<file path="config.mk">
export PLATFORM = sky130hd
export DESIGN_NAME = ir_remote_pulse_decoder
export DESIGN_NICKNAME = d
export VERILOG_FILES = /design/src/irpd_pkg.sv /design/src/irpd_cfg_regs.sv /design/src/irpd_core.sv /design/src/ir_remote_pulse_decoder.sv
export VERILOG_INCLUDE_DIRS = /design/src /design/src/src
export SDC_FILE = /design/constraint.sdc
export NUM_CORES = 1
export LEC_CHECK = 0
export ABC_AREA = 1
export BUFFER_PORTS_ARGS = -buffer_cell sky130_fd_sc_hd__buf_2
export CORE_UTILIZATION = 51
export CTS_CLUSTER_DIAMETER = 40
export CTS_CLUSTER_SIZE = 12
export DETAILED_ROUTE_END_ITERATION = 10
export HOLD_SLACK_MARGIN = 0.05
export PLACE_DENSITY = 0.69
export RECOVER_POWER = 50
export SLEW_MARGIN = 20
export SYNTH_ARGS = -nofsm -noshare
export SYNTH_HDL_FRONTEND = slang
export SYNTH_SLANG_ARGS = --single-unit
</file>
<file path="constraint.sdc">
create_clock -name clk -period 3.3 [get_ports clk]
set_input_delay 0.66 -clock clk [delete_from_list [all_inputs] [get_ports clk]]
set_output_delay 0.66 -clock clk [all_outputs]
set_load 0.01 [all_outputs]
</file>
<file path="src/ir_remote_pulse_decoder_defines.svh">
// assertion helpers for the ir remote pulse decoder
`ifndef IR_REMOTE_PULSE_DECODER_DEFINES_SVH
`define IR_REMOTE_PULSE_DECODER_DEFINES_SVH

// same-cycle implication, checked on every rising edge outside reset
`define IRPD_ASSERT_IMP(lbl, ante, cons) \
    lbl: assert property (@(posedge clk) disable iff (!rst_n) (ante) |-> (cons)) \
        else $error("irpd check failed");

// next-cycle implication, checked on every rising edge outside reset
`define IRPD_ASSERT_NXT(lbl, ante, cons) \
    lbl: assert property (@(posedge clk) disable iff (!rst_n) (ante) |=> (cons)) \
        else $error("irpd check failed");

`endif

</file>
<file path="src/irpd_pkg.sv">
package irpd_pkg;

    // fixed field widths
    localparam int TICK_W = 16;
    localparam int CODE_W = 32;
    localparam int CFG_W  = 16;
    localparam int ADDR_W = 4;

    // fixed timing windows in ticks
    localparam logic [TICK_W-1:0] HEADER_GAP_MIN = 16'd3870;
    localparam logic [TICK_W-1:0] HEADER_GAP_MAX = 16'd9460;
    localparam logic [TICK_W-1:0] SPACE_MIN      = 16'd800;
    localparam logic [TICK_W-1:0] SPACE_MAX      = 16'd3400;

    // bits in one full code and the counter that tracks them
    localparam int CODE_BITS = 32;
    localparam int CNT_W     = $clog2(CODE_BITS + 1);
    localparam logic [CNT_W-1:0] CODE_BITS_CNT = CNT_W'(CODE_BITS);

    // frame phase codes
    localparam logic [2:0] PH_IDLE      = 3'd0;
    localparam logic [2:0] PH_GAP       = 3'd1;
    localparam logic [2:0] PH_RPT_MARK  = 3'd2;
    localparam logic [2:0] PH_LEAD_MARK = 3'd3;
    localparam logic [2:0] PH_SPACE     = 3'd4;
    localparam logic [2:0] PH_MARK      = 3'd5;

    // register indexes
    localparam logic [ADDR_W-1:0] REG_START_MIN      = 4'd0;
    localparam logic [ADDR_W-1:0] REG_START_MAX      = 4'd1;
    localparam logic [ADDR_W-1:0] REG_REPEAT_GAP_MAX = 4'd2;
    localparam logic [ADDR_W-1:0] REG_CODE_GAP_MIN   = 4'd3;
    localparam logic [ADDR_W-1:0] REG_MARK_MIN       = 4'd4;
    localparam logic [ADDR_W-1:0] REG_MARK_MAX       = 4'd5;
    localparam logic [ADDR_W-1:0] REG_ZERO_SPACE_MAX = 4'd6;
    localparam logic [ADDR_W-1:0] REG_ONE_SPACE_MIN  = 4'd7;

    typedef struct packed {
        logic [CFG_W-1:0] start_min;
        logic [CFG_W-1:0] start_max;
        logic [CFG_W-1:0] repeat_gap_max;
        logic [CFG_W-1:0] code_gap_min;
        logic [CFG_W-1:0] mark_min;
        logic [CFG_W-1:0] mark_max;
        logic [CFG_W-1:0] zero_space_max;
        logic [CFG_W-1:0] one_space_min;
    } irpd_cfg_t;

    localparam irpd_cfg_t CFG_RESET = '{
        start_min:      16'd15480,
        start_max:      16'd18920,
        repeat_gap_max: 16'd4730,
        code_gap_min:   16'd7740,
        mark_min:       16'd1000,
        mark_max:       16'd1300,
        zero_space_max: 16'd1200,
        one_space_min:  16'd2900
    };

    typedef struct packed {
        logic              valid;
        logic [CODE_W-1:0] code_word;
        logic              is_repeat;
    } irpd_result_t;

    typedef struct packed {
        logic [2:0]        phase;
        logic [CNT_W-1:0]  bit_count;
        logic [CODE_W-1:0] last_code;
    } irpd_status_t;

endpackage

</file>
<file path="src/irpd_cfg_regs.sv">
module irpd_cfg_regs
    import irpd_pkg::*;
(
    input  logic              clk,
    input  logic              rst_n,
    input  logic              cfg_we,
    input  logic [ADDR_W-1:0] cfg_addr,
    input  logic [CFG_W-1:0]  cfg_wdata,
    output irpd_cfg_t         cfg
);

    irpd_cfg_t cfg_reg;
    irpd_cfg_t cfg_next;

    // register write decode, indexes past the list are dropped
    always_comb
    begin
        cfg_next = cfg_reg;
        if (cfg_we)
        begin
            unique case (cfg_addr)
                REG_START_MIN:      cfg_next.start_min      = cfg_wdata;
                REG_START_MAX:      cfg_next.start_max      = cfg_wdata;
                REG_REPEAT_GAP_MAX: cfg_next.repeat_gap_max = cfg_wdata;
                REG_CODE_GAP_MIN:   cfg_next.code_gap_min   = cfg_wdata;
                REG_MARK_MIN:       cfg_next.mark_min       = cfg_wdata;
                REG_MARK_MAX:       cfg_next.mark_max       = cfg_wdata;
                REG_ZERO_SPACE_MAX: cfg_next.zero_space_max = cfg_wdata;
                REG_ONE_SPACE_MIN:  cfg_next.one_space_min  = cfg_wdata;
                default:            cfg_next = cfg_reg;
            endcase
        end
    end

    always_ff @(posedge clk or negedge rst_n)
    begin
        if (!rst_n)
        begin
            cfg_reg <= CFG_RESET;
        end
        else
        begin
            cfg_reg <= cfg_next;
        end
    end

    assign cfg = cfg_reg;

endmodule

</file>
<file path="src/irpd_core.sv">
module irpd_core
    import irpd_pkg::*;
(
    input  logic              clk,
    input  logic              rst_n,
    input  irpd_cfg_t         cfg,
    input  logic              fire,
    input  logic              pulse_level,
    input  logic [TICK_W-1:0] pulse_ticks,
    output irpd_result_t      result,
    output irpd_status_t      status
);

    logic [2:0]        phase_reg;
    logic [2:0]        phase_next;
    logic [CNT_W-1:0]  bit_count_reg;
    logic [CNT_W-1:0]  bit_count_next;
    logic [CODE_W-1:0] shift_word_reg;
    logic [CODE_W-1:0] shift_word_next;
    logic [CODE_W-1:0] last_code_reg;
    logic [CODE_W-1:0] last_code_next;

    logic mark_ok;
    logic gap_in_range;
    logic space_in_range;

    // window checks shared by the phases
    assign mark_ok        = !pulse_level && (pulse_ticks >= cfg.mark_min)
                            && (pulse_ticks <= cfg.mark_max);
    assign gap_in_range   = pulse_level && (pulse_ticks >= HEADER_GAP_MIN)
                            && (pulse_ticks <= HEADER_GAP_MAX);
    assign space_in_range = pulse_level && (pulse_ticks >= SPACE_MIN)
                            && (pulse_ticks <= SPACE_MAX);

    // frame decode, one pulse per fire; anything unexpected falls back to idle
    always_comb
    begin
        phase_next       = phase_reg;
        bit_count_next   = bit_count_reg;
        shift_word_next  = shift_word_reg;
        last_code_next   = last_code_reg;
        result.valid     = 1'b0;
        result.code_word = shift_word_reg;
        result.is_repeat = 1'b0;
        if (fire)
        begin
            phase_next = PH_IDLE;
            unique case (phase_reg)
                PH_GAP:
                begin
                    if (gap_in_range)
                    begin
                        if (pulse_ticks < cfg.repeat_gap_max)
                            phase_next = PH_RPT_MARK;
                        else if (pulse_ticks >= cfg.code_gap_min)
                            phase_next = PH_LEAD_MARK;
                    end
                end
                PH_RPT_MARK:
                begin
                    if (!pulse_level)
                    begin
                        result.valid     = 1'b1;
                        result.code_word = last_code_reg;
                        result.is_repeat = 1'b1;
                    end
                end
                PH_LEAD_MARK:
                begin
                    if (mark_ok)
                    begin
                        bit_count_next  = '0;
                        shift_word_next = '0;
                        phase_next      = PH_SPACE;
                    end
                end
                PH_SPACE:
                begin
                    if (space_in_range)
                    begin
                        if (pulse_ticks < cfg.zero_space_max)
                        begin
                            shift_word_next = {shift_word_reg[CODE_W-2:0], 1'b0};
                            bit_count_next  = bit_count_reg + CNT_W'(1);
                            phase_next      = PH_MARK;
                        end
                        else if (pulse_ticks > cfg.one_space_min)
                        begin
                            shift_word_next = {shift_word_reg[CODE_W-2:0], 1'b1};
                            bit_count_next  = bit_count_reg + CNT_W'(1);
                            phase_next      = PH_MARK;
                        end
                    end
                end
                PH_MARK:
                begin
                    if (mark_ok)
                    begin
                        if (bit_count_reg >= CODE_BITS_CNT)
                        begin
                            last_code_next   = shift_word_reg;
                            result.valid     = 1'b1;
                            result.code_word = shift_word_reg;
                            result.is_repeat = 1'b0;
                        end
                        else
                        begin
                            phase_next = PH_SPACE;
                        end
                    end
                end
                default:
                begin
                    if (!pulse_level && (pulse_ticks >= cfg.start_min)
                        && (pulse_ticks <= cfg.start_max))
                        phase_next = PH_GAP;
                end
            endcase
        end
    end

    always_ff @(posedge clk or negedge rst_n)
    begin
        if (!rst_n)
        begin
            phase_reg      <= PH_IDLE;
            bit_count_reg  <= '0;
            shift_word_reg <= '0;
            last_code_reg  <= '0;
        end
        else
        begin
            phase_reg      <= phase_next;
            bit_count_reg  <= bit_count_next;
            shift_word_reg <= shift_word_next;
            last_code_reg  <= last_code_next;
        end
    end

    assign status.phase     = phase_reg;
    assign status.bit_count = bit_count_reg;
    assign status.last_code = last_code_reg;

endmodule

</file>
<file path="src/ir_remote_pulse_decoder.sv">
// ir remote pulse decoder
// Slave stream: one word per measured pulse, tdata = pulse duration in
// timer ticks, tuser = receiver level (0 carrier on, 1 high).
// Master stream: one word per completed frame, tdata = 32-bit code with the
// first received bit on top, tuser = 1 for a repeat frame carrying the last
// full code, 0 for a new code. Most pulses produce no output word.
// Config port: cfg_we with cfg_addr selects one of eight 16-bit timing
// thresholds; the user must write only while idle, the block does not check.
// Path: a pulse word waits in the input register until the result register
// is free, is then decoded, and its result is registered for the master side.
// Throughput: one pulse word per cycle while m_tready keeps up; the input
// and result registers hold a word each; frame state steps once per pulse.
// Stall: while a result waits on m_tready the next pulse still enters the
// input register; it is decoded once the result register is free, and
// s_tready drops only while both registers are occupied.
// Reset: decoder returns to idle awaiting a start pulse, last code and
// shift word clear, thresholds return to their defaults, both sides empty.
module ir_remote_pulse_decoder
    import irpd_pkg::*;
(
    input  logic              clk,
    input  logic              rst_n,
    // pulse input
    input  logic              s_tvalid,
    output logic              s_tready,
    input  logic [TICK_W-1:0] s_tdata,   // [15:0] pulse_ticks
    input  logic              s_tuser,   // [0] pulse_level
    // decoded output
    output logic              m_tvalid,
    input  logic              m_tready,
    output logic [CODE_W-1:0] m_tdata,   // [31:0] code_word
    output logic              m_tuser,   // [0] is_repeat
    // config writes
    input  logic              cfg_we,
    input  logic [ADDR_W-1:0] cfg_addr,
    input  logic [CFG_W-1:0]  cfg_wdata
);

`include "ir_remote_pulse_decoder_defines.svh"

    irpd_cfg_t    cfg;
    irpd_result_t result;
    irpd_status_t status;

    logic              in_valid_reg;
    logic              in_valid_next;
    logic              in_level_reg;
    logic [TICK_W-1:0] in_ticks_reg;
    logic              out_valid_reg;
    logic              out_valid_next;
    logic [CODE_W-1:0] out_code_reg;
    logic              out_repeat_reg;
    logic              fire;
    logic              s_accept;

    irpd_cfg_regs u_cfg (
        .clk       (clk),
        .rst_n     (rst_n),
        .cfg_we    (cfg_we),
        .cfg_addr  (cfg_addr),
        .cfg_wdata (cfg_wdata),
        .cfg       (cfg)
    );

    // decode the held pulse when the result register can take its outcome
    assign fire     = in_valid_reg && (!out_valid_reg || m_tready);
    assign s_tready = !in_valid_reg || fire;
    assign s_accept = s_tvalid && s_tready;

    irpd_core u_core (
        .clk         (clk),
        .rst_n       (rst_n),
        .cfg         (cfg),
        .fire        (fire),
        .pulse_level (in_level_reg),
        .pulse_ticks (in_ticks_reg),
        .result      (result),
        .status      (status)
    );

    // input register control
    always_comb
    begin
        in_valid_next = in_valid_reg;
        if (s_accept)
            in_valid_next = 1'b1;
        else if (fire)
            in_valid_next = 1'b0;
    end

    // result register control
    always_comb
    begin
        out_valid_next = out_valid_reg;
        if (fire)
            out_valid_next = result.valid;
        else if (m_tready)
            out_valid_next = 1'b0;
    end

    always_ff @(posedge clk or negedge rst_n)
    begin
        if (!rst_n)
        begin
            in_valid_reg  <= 1'b0;
            out_valid_reg <= 1'b0;
        end
        else
        begin
            in_valid_reg  <= in_valid_next;
            out_valid_reg <= out_valid_next;
        end
    end

    // payload registers
    always_ff @(posedge clk)
    begin
        if (s_accept)
        begin
            in_level_reg <= s_tuser;
            in_ticks_reg <= s_tdata;
        end
        if (fire && result.valid)
        begin
            out_code_reg   <= result.code_word;
            out_repeat_reg <= result.is_repeat;
        end
    end

    assign m_tvalid = out_valid_reg;
    assign m_tdata  = out_code_reg;
    assign m_tuser  = out_repeat_reg;

    // checks
    `IRPD_ASSERT_IMP(a_no_fire_on_stall, out_valid_reg && !m_tready, !fire)
    `IRPD_ASSERT_IMP(a_bit_count_range, 1'b1, status.bit_count <= CODE_BITS_CNT)
    `IRPD_ASSERT_IMP(a_new_code_is_last, out_valid_reg && !out_repeat_reg,
        out_code_reg == status.last_code)
    `IRPD_ASSERT_NXT(a_idle_after_result, fire && result.valid,
        status.phase == PH_IDLE)

endmodule
</file>
# Word level (Yosys, flattened, before mapping)
# Index checks and enable logic that the tools add are counted.
# totals
ff_bits	253
input_bits	42
out_inout_bits	35
# op_classes
addsub	1
order_cmp	13
eq_ne	15
muxes	30
n_reduce_logical	30
# op_table
operator	count
34-bit 2-to-1 mux	4
32-bit 2-to-1 mux	4
34-bit case mux with 2 select lines	1
32-bit case mux with 2 select lines	1
16-bit >= comparator	3
16-bit <= comparator	2
16-bit < comparator	2
3-bit 2-to-1 mux	8
6-bit 2-to-1 mux	4
4-bit by 3-bit == test with 1-bit output, second input constant	4
16-bit by 10-bit >= comparator with 1-bit output, second input constant	1
16-bit by 12-bit >= comparator with 1-bit output, second input constant	1
16-bit > comparator	1
16-bit by 12-bit <= comparator with 1-bit output, second input constant	1
16-bit by 14-bit <= comparator with 1-bit output, second input constant	1
2-bit AND reduction	8
3-bit case mux with 5 select lines	1
6-bit case mux with 2 select lines	1
1-bit logical AND	11
4-bit by 2-bit == test with 1-bit output, second input constant	2
6-bit by 1-bit adder with 6-bit output, second input constant	1
3-bit by 2-bit == test with 1-bit output, second input constant	2
3-bit == test, second input constant	2
6-bit >= comparator, second input constant	1
12 further kinds	22

# Depth between registers and ports, before layout
# Gate-level depths: netlist of run 1.
# logic_depth
word_depth	7
ltp_mapped	19
depth_no_buf	17

# By module
# A second synthesis of run 1 with hierarchy kept.
# unflattened
hier_cells	1719
hier_area_um2	14218.6
# modules_own_cells
mod	n_inst	cells_per_inst	area_per_inst_um2	seq_area_each_um2
irpd_core	1	1050	7141.8	1826.8
irpd_cfg_regs	1	604	5466.5	3265.6
ir_remote_pulse_decoder	1	65	1610.3	1551.5

# Worst setup path after synthesis of run 1
# Ideal clock, no wire load.
# synth_timing
path_type	reg2reg
from	register in_ticks_reg[7]
to	register out_code_reg[0] (netlist: m_tdata[0]), enable pin
t_arrival_ns	2.389
required_time_ns	2.909
path_slack_ns	0.520
path_stages_with_launch	13
period_less_slack_ns	2.780
cell_sequence	edfxtp_1 ha_1 nand2_1 inv_2 nand2_1 nand3_1 nand2_1 clkinv_1 nand2_1 a21oi_2 nand4_1 clkbuf_1 nand2_1
# synth_via
elab_chain_cells	7
# synth_lines
element	line_no	text
start: declaration	ir_remote_pulse_decoder.sv:48	logic [TICK_W-1:0] in_ticks_reg;
start signal: assignment	ir_remote_pulse_decoder.sv:121	in_ticks_reg <= s_tdata;
16-bit >= comparator	irpd_core.sv:28	assign mark_ok = !pulse_level && (pulse_ticks >= cfg.mark_min)
1-bit logical AND	irpd_core.sv:28	
1-bit logical AND (*)	irpd_core.sv:29	&& (pulse_ticks <= cfg.mark_max);
34-bit 2-to-1 mux (*)	irpd_core.sv:97	if (mark_ok)
34-bit case mux with 2 select lines (*)	irpd_core.sv:48	unique case (phase_reg)
34-bit 2-to-1 mux (*)	irpd_core.sv:45	if (fire)
1-bit logical AND (*)	ir_remote_pulse_decoder.sv:123	if (fire && result.valid)
end signal: assignment	ir_remote_pulse_decoder.sv:125	out_code_reg <= result.code_word;
end: declaration	ir_remote_pulse_decoder.sv:51	logic [CODE_W-1:0] out_code_reg;
# Every way passes the cells marked *; elsewhere a longest branch is shown, timed or not.
# A chain may end at the register's enable or synchronous reset.

# Final worst setup path of run 1
# layout_timing
from	register in_ticks_reg[5]
to	register u_core.shift_word_reg[16]
# layout_via
elab_chain_cells	5
# layout_lines
element	line_no	text
16-bit by 10-bit >= comparator with 1-bit output or 16-bit >= comparator (tied branches)	irpd_core.sv:32, irpd_core.sv:28	
1-bit logical AND (on tied branches)	irpd_core.sv:32, irpd_core.sv:28	
1-bit logical AND (on tied branches)	irpd_core.sv:33, irpd_core.sv:29	
2-bit by 1-bit != test with 1-bit output (no source line)	--	
5-bit AND reduction (no source line)	--	
end signal: assignment	irpd_core.sv:135	shift_word_reg <= shift_word_next;
end: declaration	irpd_core.sv:18	logic [CODE_W-1:0] shift_word_reg;
# Several ways; a longest one is shown, not always the timed one. The select of a mux whose other input is x is not followed.

==> results.sh, run 1 <==
export IMPL_clk_pin_slew_ps=60
export IMPL_end_kind="flip-flop"
export IMPL_worst_pin_slew_ps=1970
export IMPL_synth_area_leader_cell="dfrtp_1"
export IMPL_first_global_vias=10400
export IMPL_cts_buffers=38
export IMPL_failed_checks="capacitance limit, slew limit"
export IMPL_synthTopCellsByCount="nand2_1 (383), inv_1 (217), o21ai_0 (172)"
export IMPL_critPathMaxStageDelay_ps=670
export IMPL_die_w_um=163
export IMPL_coreArea_sq_um=25300
export IMPL_worst_path_most_repeated_cell="nand2_1"
export IMPL_synthFlopType="dfrtp_1"
export IMPL_route_detailed_drc=0
export IMPL_hpwl_mm=21.8
export IMPL_start_util_pct=52.2
export IMPL_cp_cell_sequence="ha_1, a21oi_1, o21a_1, nand2_1, nand2_1, nand2_1, nand2_1, nand2_1, nand2_2, nand2_2, buf_12, nand2_1, nand2_1"
export IMPL_port_buffers=76
export IMPL_place_congestion=0.827
export IMPL_grt_total_usage_pct=25.0
export IMPL_clkPwrFrac_pct=44.2
export IMPL_die_h_um=163
export IMPL_cp_slowest_cell="edfxtp_1"
export IMPL_leakagePower_uw=0.00744
export IMPL_fin_crit_ps=2690
export IMPL_pre_cts_ws_ps=622
export IMPL_antenna_found_initial=1
export IMPL_synth_distinct_cells=32
export IMPL_post_cts_buffers=0
export IMPL_cts_buffer_depth=3
export IMPL_grt_setup_unrepaired="no"
export IMPL_dr_total_vias=10300
export IMPL_syn_area_sq_um=13200
export IMPL_fin_skew_ps=17.8
export IMPL_cts_tree="built"
export IMPL_worstSetupPathType="reg2reg"
export IMPL_drtAntennaViolNets=0
export IMPL_start_kind="flip-flop"
export IMPL_synth_top_cells_by_area="dfrtp_1 (29%), ha_1 (12%), edfxtp_1 (11%)"
export IMPL_synth_nets=1710
export IMPL_yosysWarningCount=0
export IMPL_async_flop_share_pct=80.2
export IMPL_grt_pass1_wl_mm=51.8
export IMPL_boundaryPins=77
export IMPL_postCtsHoldBufs=1
export IMPL_arrival_ps=3090
export IMPL_overflow=0
export IMPL_power_share_combinational_pct=15.4
export IMPL_cap_violations=4
export IMPL_htreeDepth=2
export IMPL_tns_ps=0
export IMPL_drv_slew=131
export IMPL_die_area_sq_um=26600
export IMPL_routed_wl_mm=31.3
export IMPL_hold_viol=0
export IMPL_cts_repair_resized=0
export IMPL_netlist_instances=1540
export IMPL_drtIter0Drc=766
export IMPL_relSlewSlack_pct=-31.6
export IMPL_cts_sinks=253
export IMPL_root_buffer="clkbuf_16"
export IMPL_ys_seq_area_share_pct=50.2
export IMPL_synth_seq_cells=253
export IMPL_fmax_mhz=372
export IMPL_final_core_util_pct=60.4
export IMPL_powerDensity_nw_per_um2=620
export IMPL_p_switching_uw=2600
export IMPL_synth_edf_count=50
export IMPL_switching_share_pct=27.5
export IMPL_fin_cells=1987
export IMPL_largest_register_ffs=128
export IMPL_via_per_inst=5.20
export IMPL_postLayoutSetupSlackWorst_ps=613
export IMPL_grt_max_degree=70
export IMPL_intPower_uw=6870
export IMPL_synthToLayoutAreaGrowth_pct=15.6
export IMPL_synth_top_area_share_pct=28.9
export IMPL_rows=58
export IMPL_status="finished with violations"
export IMPL_routedWlPerCell_um=15.7
export IMPL_syn_avg_cell_area_sq_um=8.59
export IMPL_dp_cells=1917
export IMPL_first_pass_iters=5
export IMPL_seq_power_share_pct=40.4
export IMPL_required_ps=3700
export IMPL_finalHoldWorstSlack_ps=320
export IMPL_drive_gt1_share_pct=13.0
export IMPL_setup_viol=0
export IMPL_yosysMostFrequentCell="nand2_1"
export IMPL_peakVddDrop_v=0.000452
export IMPL_min_period_over_period_pct=81.4
export IMPL_r2r_slack_ps=610
export IMPL_insertion_delay_ps=520
export IMPL_nNetsFinal=1798
export IMPL_hp_class="in2reg"
export IMPL_cp_max_fo=21
==> per-stage QoR <==
stage	instance area [sq um]	power [uW]
CTS	15300	9570
finish	15300	9480
floorplan	13200	4850
global route	15300	10000
detailed placement	14000	5340
global placement	14000	5280
==> area by class of cell <==
class / instances / area (sq um)
Clock inverter: 19 / 221
Timing Repair Buffer: 100 / 554
Fill cell: 2227 / 10000
Inverter: 225 / 845
Multi-Input combinational cell: 1010 / 5480
Antenna cell: 1 / 2.50
Tap cell: 330 / 413
Clock buffer: 49 / 1130
Sequential cell: 253 / 6640
==> metal layers <==
metal | up-vias | part of all wire [%] | GRT usage (%)
met3 | 55 | 4.8 | 3.38
met5 | - | 0 | 0
met4 | 0 | 2.2 | 8.16
met2 | 242 | 47 | 41.8
li1 | 5180 | - | -
met1 | 4852 | 46 | 33.6
==> cells in the final DEF, fill, tap and decap left out, types with 68 or more instances in the layout <==
master,n
o21ai_0,172
nand3_1,68
ha_1,128
a21oi_1,83
nand2_1,383
buf_2,70
inv_1,217
nor2_1,109
dfrtp_1,153
==> worst max-delay path, delay by kind of cell, from the launching register on <==
| kind | cells | cell delay [ps] |
|---|---|---|
| flip-flops | 1 | 670 |
| buffers and inverters | 1 | 270 |
| adder cells (fa/ha/maj) | 1 | 350 |
| AO/OA/AOI/OAI | 2 | 370 |
| AND/OR/NAND/NOR | 9 | 890 |
==> worst paths after layout <==
| path | depth (start not counted) | end | start |
|---|---|---|---|
| worst max-delay path | 13 | u_core.shift_word_reg[16] | in_ticks_reg[5] |
| worst min-delay path | 1 | in_level_reg | s_tuser |
| worst max register to register | 13 | u_core.shift_word_reg[16] | in_ticks_reg[5] |
| worst min register to register | 2 | u_core.shift_word_reg[6] | u_core.shift_word_reg[6] |
| max in group asynchronous | 3 | u_cfg.cfg[118] | rst_n |
| min in group asynchronous | 2 | u_cfg.cfg[88] | rst_n |
==> kinds of logic after synthesis <==
logic type,share of synthesized area [%]
fa+ha+maj,12.1
flops,50.2
buf+inv,8.32
simple gates,18.2
compound gates,11.1
==> power groups by stage <==
stage / Combinational [uW] / Sequential (uW) / Clock, uW
2_1_floorplan: 1040 / 3810 / 0
3_3_place_gp: 1420 / 3860 / 0
3_5_place_dp: 1470 / 3870 / 0
4_1_cts: 1480 / 3820 / 4260
5_1_grt: 1730 / 3880 / 4390
6_report: 1460 / 3830 / 4190
(Power assumes the default switching activity.)
==> inputs of run 2 (changes only) <==
- clock period: 3.3 -> 2.7 ns (I/O delays scaled with it)
==> results.sh, run 2 (synthesis gave the netlist of run 1 again) <==
export IMPL_drtAntennaViolNets=0
export IMPL_root_buffer="clkbuf_16"
export IMPL_drv_slew=60
export IMPL_port_buffers=76
export IMPL_min_period_over_period_pct=92.9
export IMPL_relSlewSlack_pct=-7.62
export IMPL_fin_crit_ps=2510
export IMPL_first_global_vias=10500
export IMPL_largest_register_ffs=128
export IMPL_failed_checks="capacitance limit, slew limit"
export IMPL_insertion_delay_ps=530
export IMPL_cts_repair_resized=0
export IMPL_dpl_cell_area_sq_um=14100
export IMPL_powerDensity_nw_per_um2=745
export IMPL_rr_worst_depth=14
export IMPL_cap_violations=2
export IMPL_cp_max_fo=38
export IMPL_via_per_inst=5.26
export IMPL_tns_ps=0
export IMPL_routedWlPerCell_um=15.7
export IMPL_final_cell_mix="nand2_1 (382), inv_1 (217), o21ai_0 (172)"
export IMPL_required_ps=3100
export IMPL_fmax_mhz=399
export IMPL_route_detailed_drc=0
export IMPL_drive_gt1_share_pct=13.4
export IMPL_r2r_slack_ps=190
export IMPL_leakagePower_uw=0.00746
export IMPL_overflow=0
export IMPL_coreArea_sq_um=25300
export IMPL_grt_pass1_wl_mm=51.9
export IMPL_boundaryPins=77
export IMPL_grt_setup_unrepaired="no"
export IMPL_place_congestion=0.822
export IMPL_cp_startpoint="in_ticks_reg[3]"
export IMPL_routed_wl_mm=31.3
export IMPL_antenna_diode_count=0
export IMPL_drtIter0Drc=745
export IMPL_start_kind="flip-flop"
export IMPL_r2r_start="in_ticks_reg[3]"
export IMPL_cts_tree="built"
export IMPL_grt_total_usage_pct=24.8
export IMPL_end_kind="flip-flop"
export IMPL_final_cell_area_sq_um=15400
export IMPL_rows=58
export IMPL_grt_max_degree=66
export IMPL_cts_buffer_depth=3
export IMPL_dr_total_vias=10500
export IMPL_synthToLayoutAreaGrowth_pct=16.1
export IMPL_nNetsFinal=1807
export IMPL_fillCellCount=2222
export IMPL_cts_buffers=37
export IMPL_start_util_pct=52.2
export IMPL_die_w_um=163
export IMPL_arrival_ps=2900
export IMPL_htreeDepth=2
export IMPL_rr_endpoint="u_core.shift_word_reg[27]"
export IMPL_worst_pin_slew_ps=1610
export IMPL_die_h_um=163
export IMPL_hpwl_mm=21.6
export IMPL_peakVddDrop_v=0.000565
export IMPL_layout_cells_most_common="nand2_1"
export IMPL_clk_pin_slew_ps=60
export IMPL_cts_sinks=253
export IMPL_hold_viol=0
export IMPL_die_area_sq_um=26600
export IMPL_antenna_found_initial=0
export IMPL_first_pass_iters=5
export IMPL_worstSetupPathType="reg2reg"
export IMPL_status="finished with violations"
export IMPL_fin_skew_ps=21.7
export IMPL_setup_viol=0
export IMPL_hp_class="in2reg"
export IMPL_critPathCapture="u_core.shift_word_reg[27]"
[run 2: cell count changes in the layout (fill, tap and decap cells not counted), sizes merged]
cell,change
bufinv,+1
diode,-1
buf,+8
clkinvlp,+1
inv,-6
clkinv,+3
clkbuf,+3
[run 2: through the flow]
| stage | util, % | power [uW] | worst slack, ps | hold slack, ps | std cells |
|---|---|---|---|---|---|
| 6_report | 60.6 | 11400 | 193 | 192 | 1996 |
| 2_1_floorplan | - | 5930 | 221 | 244 | 1540 |
| 3_3_place_gp | 55.7 | 6440 | 258 | 455 | 1927 |
| 3_5_place_dp | 55.7 | 6530 | 244 | 459 | 1927 |
| 4_1_cts | 60.9 | 11500 | 191 | 173 | 1996 |
| 5_1_grt | 60.6 | 12000 | 16.8 | 176 | 1996 |
[run 2: power breakdown]
part / switching (uW) / total (uW) / internal [uW]
registers: 264 / 4690 / 4420
clock network: 1770 / 4960 / 3190
logic: 1090 / 1790 / 707
[run 2: layer usage]
layer | vias up | GRT usage, % | part of all wire (%)
met1 | 5024 | 34.1 | 46
li1 | 5193 | - | -
met2 | 229 | 41.2 | 48
met4 | 0 | 7.48 | 2.0
met5 | - | 0 | 0
met3 | 55 | 3.15 | 4.0
[run 2: area by class of cell]
type,count,area (sq um),share of cell area [%]
clock buffer,50,1070,6.95
clock inverter,18,240,1.56
timing repair buffer,110,659,4.30
inverter,225,845,5.50
tap,330,413,2.69
sequential,253,6640,43.3
multi-input combinational,1010,5480,35.7
[run 2: critical path, cell delays in order (launching register included)]
cell      delay, ps
edfxtp_1        690
ha_1            350
a21oi_1         160
nand2_1         130
nand2_1          80
nand2_1         110
nand2_1         100
nand2_1          70
nand2_1          70
nand2_1          90
nand2_2         110
nand2_2          70
buf_12          200
nand2_1          70
nand2_1          50
[run 2: worst min-delay path by stage]
stage | startpoint | endpoint | cells past startpoint
2_1_floorplan | rst_n | in_valid_reg | 0
3_3_place_gp | u_core.shift_word_reg[1] | u_core.shift_word_reg[1] | 2
3_5_place_dp | u_core.shift_word_reg[29] | u_core.shift_word_reg[29] | 2
4_1_cts | s_tuser | in_level_reg | 1
5_1_grt | s_tuser | in_level_reg | 1
6_report | s_tuser | in_level_reg | 1
[run 2: repair_timing]
action                    4_1_cts  5_1_grt
hold buffers                    1        0
hold endpoints to repair       45        0
setup buffers                   0        0
